==> src/rtl/msbag_pkg.sv <==
// Package for the multiset bag table: sizes, action codes and transaction types.
// Used by the table and the checker; depends on nothing else.
package msbag_pkg;

    localparam int DEPTH      = 16;
    localparam int ITEM_WIDTH = 16;
    localparam int ADDR_W     = $clog2(DEPTH);
    localparam int CNT_W      = $clog2(DEPTH + 1);
    localparam int ACTION_W   = 2;
    localparam int LIMIT_W    = 5;
    localparam int OUT_CNT_W  = 5;

    localparam logic [ACTION_W-1:0] ACT_ADD    = 2'd0;
    localparam logic [ACTION_W-1:0] ACT_REMOVE = 2'd1;
    localparam logic [ACTION_W-1:0] ACT_COUNT  = 2'd2;
    localparam logic [ACTION_W-1:0] ACT_CLEAR  = 2'd3;

    localparam logic [LIMIT_W-1:0] LIMIT_RESET = 5'd16;

    typedef struct packed {
        logic [ACTION_W-1:0]   action;
        logic [ITEM_WIDTH-1:0] item_value;
    } msbag_req_t;

    typedef struct packed {
        logic                 success;
        logic                 add_rejected;
        logic [OUT_CNT_W-1:0] match_count;
        logic [OUT_CNT_W-1:0] item_count;
        logic                 is_full;
        logic                 is_empty;
    } msbag_rsp_t;

endpackage

==> src/rtl/multiset_bag_table.sv <==
// Multiset bag table: add, remove-first-match, count and clear on a bounded bag.
// Add and clear finish in the accept cycle and set a pending flag; the result moves to the
// output register when that is free, so they sustain one transaction per cycle while the
// output is not stalled. Remove and count scan the stored entries through one RAM read port
// and one comparator; a remove that hits before the last entry copies the last entry there.
// Reset clears control state and count and sets the limit to 16; the entry RAM is not reset.
module multiset_bag_table
    import msbag_pkg::*;
(
    input  logic               clk,
    input  logic               rst_n,
    input  logic               req_valid,
    output logic               req_ready,
    input  msbag_req_t         req,
    output logic               rsp_valid,
    input  logic               rsp_ready,
    output msbag_rsp_t         rsp,
    input  logic               cfg_valid,
    output logic               cfg_ready,
    input  logic [LIMIT_W-1:0] cfg_data
);

    // Sequencer states. The scan state walks the stored entries; the move and write
    // states copy the last entry into the slot that a remove has freed.
    localparam logic [1:0] S_IDLE  = 2'd0;
    localparam logic [1:0] S_SCAN  = 2'd1;
    localparam logic [1:0] S_MOVE  = 2'd2;
    localparam logic [1:0] S_WRITE = 2'd3;

    logic [1:0]            state_reg, state_next;
    logic [CNT_W-1:0]      count_reg, count_next;
    logic [LIMIT_W-1:0]    limit_reg;
    logic [ACTION_W-1:0]   act_reg, act_next;
    logic [ITEM_WIDTH-1:0] item_reg, item_next;
    logic [CNT_W-1:0]      scan_idx_reg, scan_idx_next;
    logic                  cmp_vld_reg, cmp_vld_next;
    logic [ADDR_W-1:0]     cmp_idx_reg, cmp_idx_next;
    logic [ADDR_W-1:0]     hit_idx_reg, hit_idx_next;
    logic [CNT_W-1:0]      match_reg, match_next;
    logic                  succ_reg, succ_next;
    logic                  rej_reg, rej_next;
    logic                  pend_reg, pend_next;
    logic                  rsp_valid_reg;
    msbag_rsp_t            rsp_reg;

    logic [CNT_W-1:0]      eff_lim;
    logic [CNT_W-1:0]      last_idx;
    logic                  out_load;
    logic                  accept;
    logic                  hit;
    logic                  is_last;

    logic                  ram_we;
    logic [ADDR_W-1:0]     ram_waddr;
    logic [ITEM_WIDTH-1:0] ram_wdata;
    logic [ADDR_W-1:0]     ram_raddr;
    logic [ITEM_WIDTH-1:0] ram_rdata;

    msbag_ram #(
        .DEPTH (DEPTH),
        .WIDTH (ITEM_WIDTH)
    ) u_ram (
        .clk   (clk),
        .we    (ram_we),
        .waddr (ram_waddr),
        .wdata (ram_wdata),
        .raddr (ram_raddr),
        .rdata (ram_rdata)
    );

    // The limit register is to be changed only while idle; this is not enforced.
    assign cfg_ready = 1'b1;

    always_ff @(posedge clk or negedge rst_n)
    begin
        if (!rst_n)
        begin
            limit_reg <= LIMIT_RESET;
        end
        else if (cfg_valid)
        begin
            limit_reg <= cfg_data;
        end
    end

    // A limit of zero behaves as one, and a limit above the store depth as the depth.
    always_comb
    begin
        if (limit_reg == '0)
        begin
            eff_lim = CNT_W'(1);
        end
        else if (int'(limit_reg) > DEPTH)
        begin
            eff_lim = CNT_W'(DEPTH);
        end
        else
        begin
            eff_lim = CNT_W'(limit_reg);
        end
    end

    // A finished result waits in the pending flags until the output register is free.
    // A new request is taken in the same cycle that the pending result moves out.
    assign out_load  = pend_reg && (!rsp_valid_reg || rsp_ready);
    assign req_ready = (state_reg == S_IDLE) && (!pend_reg || out_load);
    assign accept    = req_valid && req_ready;

    assign last_idx = count_reg - CNT_W'(1);
    assign hit      = (ram_rdata == item_reg);
    assign is_last  = (CNT_W'(cmp_idx_reg) == last_idx);

    always_comb
    begin
        state_next    = state_reg;
        count_next    = count_reg;
        act_next      = act_reg;
        item_next     = item_reg;
        scan_idx_next = scan_idx_reg;
        cmp_vld_next  = 1'b0;
        cmp_idx_next  = cmp_idx_reg;
        hit_idx_next  = hit_idx_reg;
        match_next    = match_reg;
        succ_next     = succ_reg;
        rej_next      = rej_reg;
        pend_next     = pend_reg && !out_load;
        ram_we        = 1'b0;
        ram_waddr     = count_reg[ADDR_W-1:0];
        ram_wdata     = req.item_value;
        ram_raddr     = scan_idx_reg[ADDR_W-1:0];

        case (state_reg)
            S_IDLE:
            begin
                if (accept)
                begin
                    act_next   = req.action;
                    item_next  = req.item_value;
                    match_next = '0;
                    succ_next  = 1'b0;
                    rej_next   = 1'b0;
                    case (req.action)
                        ACT_ADD:
                        begin
                            pend_next = 1'b1;
                            if (count_reg >= eff_lim)
                            begin
                                rej_next = 1'b1;
                            end
                            else
                            begin
                                // The count is below the limit, so it is a valid index.
                                ram_we     = 1'b1;
                                count_next = count_reg + CNT_W'(1);
                                succ_next  = 1'b1;
                            end
                        end
                        ACT_CLEAR:
                        begin
                            // Entries stay in place; only the count goes back to zero.
                            count_next = '0;
                            pend_next  = 1'b1;
                        end
                        default:
                        begin
                            // Remove and count both walk the stored entries.
                            if (count_reg == '0)
                            begin
                                pend_next = 1'b1;
                            end
                            else
                            begin
                                scan_idx_next = '0;
                                state_next    = S_SCAN;
                            end
                        end
                    endcase
                end
            end
            S_SCAN:
            begin
                // Issue the next read while comparing the data of the previous one.
                if (scan_idx_reg < count_reg)
                begin
                    cmp_vld_next  = 1'b1;
                    cmp_idx_next  = scan_idx_reg[ADDR_W-1:0];
                    scan_idx_next = scan_idx_reg + CNT_W'(1);
                end
                if (cmp_vld_reg)
                begin
                    if ((act_reg == ACT_REMOVE) && hit)
                    begin
                        hit_idx_next = cmp_idx_reg;
                        succ_next    = 1'b1;
                        if (is_last)
                        begin
                            count_next = last_idx;
                            pend_next  = 1'b1;
                            state_next = S_IDLE;
                        end
                        else
                        begin
                            state_next = S_MOVE;
                        end
                    end
                    else
                    begin
                        if ((act_reg == ACT_COUNT) && hit)
                        begin
                            match_next = match_reg + CNT_W'(1);
                        end
                        if (is_last)
                        begin
                            pend_next  = 1'b1;
                            state_next = S_IDLE;
                        end
                    end
                end
            end
            S_MOVE:
            begin
                ram_raddr  = last_idx[ADDR_W-1:0];
                state_next = S_WRITE;
            end
            S_WRITE:
            begin
                ram_we     = 1'b1;
                ram_waddr  = hit_idx_reg;
                ram_wdata  = ram_rdata;
                count_next = last_idx;
                pend_next  = 1'b1;
                state_next = S_IDLE;
            end
            default:
            begin
                state_next = S_IDLE;
            end
        endcase
    end

    always_ff @(posedge clk or negedge rst_n)
    begin
        if (!rst_n)
        begin
            state_reg   <= S_IDLE;
            count_reg   <= '0;
            cmp_vld_reg <= 1'b0;
            pend_reg    <= 1'b0;
        end
        else
        begin
            state_reg   <= state_next;
            count_reg   <= count_next;
            cmp_vld_reg <= cmp_vld_next;
            pend_reg    <= pend_next;
        end
    end

    always_ff @(posedge clk)
    begin
        act_reg      <= act_next;
        item_reg     <= item_next;
        scan_idx_reg <= scan_idx_next;
        cmp_idx_reg  <= cmp_idx_next;
        hit_idx_reg  <= hit_idx_next;
        match_reg    <= match_next;
        succ_reg     <= succ_next;
        rej_reg      <= rej_next;
    end

    // Output register. The count has already been updated when the result moves here,
    // so the size and the full and empty flags are taken from the live count.
    always_ff @(posedge clk or negedge rst_n)
    begin
        if (!rst_n)
        begin
            rsp_valid_reg <= 1'b0;
        end
        else if (out_load)
        begin
            rsp_valid_reg <= 1'b1;
        end
        else if (rsp_ready)
        begin
            rsp_valid_reg <= 1'b0;
        end
    end

    always_ff @(posedge clk)
    begin
        if (out_load)
        begin
            rsp_reg.success      <= succ_reg;
            rsp_reg.add_rejected <= rej_reg;
            rsp_reg.match_count  <= OUT_CNT_W'(match_reg);
            rsp_reg.item_count   <= OUT_CNT_W'(count_reg);
            rsp_reg.is_full      <= (count_reg >= eff_lim);
            rsp_reg.is_empty     <= (count_reg == '0);
        end
    end

    assign rsp_valid = rsp_valid_reg;
    assign rsp       = rsp_reg;

endmodule

==> src/rtl/msbag_ram.sv <==
// Simple single-port-write, single-port-read RAM with registered read data.
// Holds the bag entries; depends on nothing else.
module msbag_ram #(
    parameter int DEPTH = 16,
    parameter int WIDTH = 16,
    localparam int ADDR_W = $clog2(DEPTH)
) (
    input  logic              clk,
    input  logic              we,
    input  logic [ADDR_W-1:0] waddr,
    input  logic [WIDTH-1:0]  wdata,
    input  logic [ADDR_W-1:0] raddr,
    output logic [WIDTH-1:0]  rdata
);

    logic [WIDTH-1:0] mem [DEPTH];
    logic [WIDTH-1:0] rdata_reg;

    always_ff @(posedge clk)
    begin
        if (we)
        begin
            mem[waddr] <= wdata;
        end
        rdata_reg <= mem[raddr];
    end

    assign rdata = rdata_reg;

endmodule

==> config.mk <==
export PLATFORM = sky130hd
export DESIGN_NAME = multiset_bag_table
export DESIGN_NICKNAME = d
export VERILOG_FILES = /design/src/rtl/msbag_pkg.sv /design/src/rtl/multiset_bag_table.sv /design/src/rtl/msbag_ram.sv
export SDC_FILE = /design/constraint.sdc
export NUM_CORES = 1
export LEC_CHECK = 0
export BUFFER_PORTS_ARGS = -buffer_cell sky130_fd_sc_hd__buf_2
export CAP_MARGIN = 20
export CELL_PAD_IN_SITES_DETAIL_PLACEMENT = 1
export CELL_PAD_IN_SITES_GLOBAL_PLACEMENT = 1
export CORE_MARGIN = 3
export CORE_UTILIZATION = 30
export CTS_CLUSTER_DIAMETER = 40
export DETAILED_ROUTE_END_ITERATION = 10
export MAX_ROUTING_LAYER = met4
export PLACE_DENSITY = 0.59
export SKIP_LAST_GASP = 1
export SLEW_MARGIN = 40
export SYNTH_ARGS = -nofsm -noshare
export SYNTH_HDL_FRONTEND = slang
export SYNTH_HIERARCHICAL = 1
export SYNTH_SLANG_ARGS = --single-unit
==> constraint.sdc <==
create_clock -name clk -period 7.15 [get_ports clk]
set_clock_uncertainty 0.15 [all_clocks]
set_input_delay 1.0725 -clock clk [delete_from_list [all_inputs] [get_ports clk]]
set_output_delay 1.0725 -clock clk [all_outputs]
set_load 0.1 [all_outputs]
==> flow_summary.json <==
{
  "startpoint": "count_reg[0]$_DFFE_PN0P_",
  "die_y_um": 219.0,
  "power_density_mw_per_mm2": 417.8,
  "synth_area_mm2": 0.01361,
  "die_width_um": 219.0,
  "fillerInstances": 4421,
  "cts_buffer_depth": 3,
  "crit_chain": "inv_1 -> ha_1 -> nand2b_1 -> a31oi_1 -> o21ai_0 -> inv_1 -> a31oi_1 -> nor2_1 -> or3b_2 -> nor2_4",
  "grt_busiest_layer": "met2",
  "synth-seq-cells": 339,
  "first_pass_iters": 5,
  "route.detailed.drc": 0,
  "h-tree-depth": 2,
  "hold_viol": 0,
  "clock_latency_ns": 0.58,
  "hold_path.class": "input pin to asynchronous set/reset pin",
  "cap_viol_max_count": 0,
  "fin_tns_setup_ns": 0,
  "dieArea_mm2": 0.04796,
  "cts_tree": "built",
  "pwr-share-clk_pct": 38.0,
  "vdd_drop_max_uv": 247.7,
  "power_frac_comb_pct": 25.2,
  "syn_to_final_growth_pct": 20.45,
  "crit_path_start_kind": "register",
  "syn_inst": 723,
  "max_stage_delay_ns": 0.61,
  "seq_power_share_pct": 36.9,
  "fin_area_mm2": 0.01639,
  "yosys-top-cells-area": "edfxtp_1 (68%), mux4_2 (8.9%), dfrtp_1 (2.6%)",
  "io_pins": 45,
  "cp_max_fo": 16,
  "grt_overflow_total": 0,
  "crit_required_ns": 7.20,
  "p_switching_mw": 2.205,
  "grt_pass1_vias": 7320,
  "crit_path_end_kind": "register",
  "largest_register_ffs": 256,
  "slew_headroom_pct": 39.05,
  "clk_pin_slew_worst_paths_ns": 0.05,
  "grt_pass1_wl_mm": 49.29,
  "met1_usage_pct": 19.44,
  "final_nets": 845,
  "avgSynthCellArea_um2": 18.82,
  "p_int_mw": 4.644,
  "yosys_warnings": 6,
  "start_util_pct": 30.58,
  "clock_sinks": 339,
  "ys_types": 54,
  "slew_violations": 0,
  "post_cts_buffers": 0,
  "rows": 77,
  "async_flop_share_pct": 4.425,
  "grt_max_degree": 65,
  "slowest_stage": "or3b_2",
  "grt.met2_usage_pct": 22.74,
  "grt_setup_unrepaired": "false",
  "status": "completed",
  "cts_buffers": 51,
  "wire_per_inst_um": 23.42,
  "synth_edf_count": 308,
  "port-buffer-count": 43,
  "wirelength_mm": 33.54,
  "detail-route-antenna-nets": 0,
  "gp_congestion": 0.7281,
  "cts_resized": 0,
  "p_leak_nw": 5.533,
  "postCtsHoldBufs": 0,
  "max_freq_mhz": 255.4,
  "fin_crit_sh_pct": 54.76,
  "drive_gt1_share_pct": 29.32,
  "worst_pin_slew_ns": 0.9047,
  "cts-root-buf": "clkbuf_16",
  "dpl-instance-area_mm2": 0.01459,
  "worstSetupPathType": "register to register",
  "r2r_start": "count_reg[0]$_DFFE_PN0P_",
  "min_period_ns": 3.916,
  "setup-violations-final": 0,
  "synth_nets": 771,
  "gr-usage-met3_pct": 3.171,
  "drt-initial-drc-count": 587,
  "seq_area_frac_synth_pct": 73.08,
  "synth_top_area_cell": "edfxtp_1",
  "antenna_found_initial": 0,
  "rrSetupSlack_ns": 3.23,
  "vias_per_cell": 4.848,
  "utilization_pct": 36.83,
  "vias": 6942,
  "grtUsageTotal_pct": 14.55,
  "whs_ns": 0.2726,
  "p_sw_share_pct": 32.19,
  "hpwl_mm": 21.34,
  "core_area_mm2": 0.04451,
  "ys.flop_type": "edfxtp_1",
  "netlist.area_leader.share_pct": 67.96,
  "arrival_ns": 3.96
}
-- final cells by class --
cell class	instances	area, um^2	share of cell area (%)
antenna	1	2.502	0.01527
clock buffer	54	1287	7.854
clock inverter	41	500.5	3.053
inverter	17	63.81	0.3893
multi-input combinational	335	3557	21.70
sequential	339	9946	60.67
tap	592	740.7	4.519
timing repair buffer	53	294.0	1.794
-- path summary, 6_finish.rpt --
check                                                  end  depth (start not counted)
worst max register to register  u_ram/mem[2][14]$_DFFE_PP_                         10
worst min-delay path              count_reg[1]$_DFFE_PN0P_                          1
worst min register to register           rsp[13]$_DFFE_PP_                          0
worst max-delay path            u_ram/mem[2][14]$_DFFE_PP_                         10
min in group clk                         rsp[13]$_DFFE_PP_                          0
max in group asynchronous         limit_reg[4]$_DFFE_PN1P_                          1
-- routing by layer --
metal / wire, um / vias to the layer above
met1: 15290 / 3669
met4: 669 / 0
met2: 15900 / 157
met3: 1679 / 53
li1: - / 3063
met5: 0 / -
-- cells by family after synthesis --
kind of cell	count (synthesis)	synth area share (%)
flip-flops	339	73.08
multiplexers	92	13.19
other	1	0.02755
buffers and inverters	49	1.765
XOR/XNOR	30	1.986
AND/OR/NAND/NOR	116	4.082
adder cells (fa/ha/maj)	20	1.839
AO/OA/AOI/OAI	76	4.027
-- per-stage QoR --
step,setup WS [ns],power (mW),cells
2_1_floorplan,2.834,3.768,723
3_3_place_gp,2.623,4.271,1336
3_5_place_dp,2.498,4.307,1336
4_1_cts,2.889,6.935,1431
5_1_grt,2.943,7.170,1431
6_report,3.234,6.849,1432
-- critical path, delay by kind of cell (launching register included) --
family / cells / cell delay [ns]
DFF: 1 / 0.54
AOI/OAI and AO/OA: 3 / 0.51
and+or+nand+nor: 4 / 1.58
adders and majority gates: 1 / 0.33
buffers and inverters: 2 / 0.44
-- power groups by stage --
stage / Combinational [mW] / Clock [mW] / Sequential [mW]
final: 1.72 / 2.60 / 2.52
after global routing: 1.87 / 2.76 / 2.55
after CTS: 1.75 / 2.66 / 2.53
after detailed placement: 1.74 / 0 / 2.57
after global placement: 1.71 / 0 / 2.56
after floorplan: 1.14 / 0 / 2.63
-- cells in the mapped netlist, types with 2 or more instances --
cell type  number
o22ai_1         3
buf_4           5
a211oi_1        2
mux4_2         54
a21oi_1        11
o21a_1          2
ha_1           20
nand3b_1        3
o21ai_0        10
a22oi_1        32
nor2_1         37
buf_1           3
mux2_2         21
dfxtp_1        16
nand2b_1        6
xnor2_1         7
nand2_1        34
mux2_4          2
clkbuf_1       14
xor2_1         22
mux4_1         10
edfxtp_1      308
inv_1          17
nand3_1         9
nor2b_1         2
buf_6           4
and2_1          6
mux2i_1         5
nor4_1          4
buf_2           6
dfrtp_1        14
a31oi_1         4
a21o_1          4
nor3_1          6
-- cell usage in the layout, fill, tap and decap left out, types with 5 or more instances in the layout --
cell and n:
a21oi_1 11, a22oi_1 32, and2_1 6, buf_2 43, buf_4 9, bufinv_16 8, clkbuf_16 51, clkinv_1 5
dfrtp_1 14, dfxtp_1 16, edfxtp_1 308, ha_1 20, inv_1 16, inv_6 11, inv_8 6, mux2_2 20
mux4_1 10, mux4_2 54, nand2_1 34, nand2b_1 6, nand3_1 9, nor2_1 25, nor2_4 12, o21ai_0 8
xnor2_1 7, xor2_1 22
(Power assumes the default switching activity.)
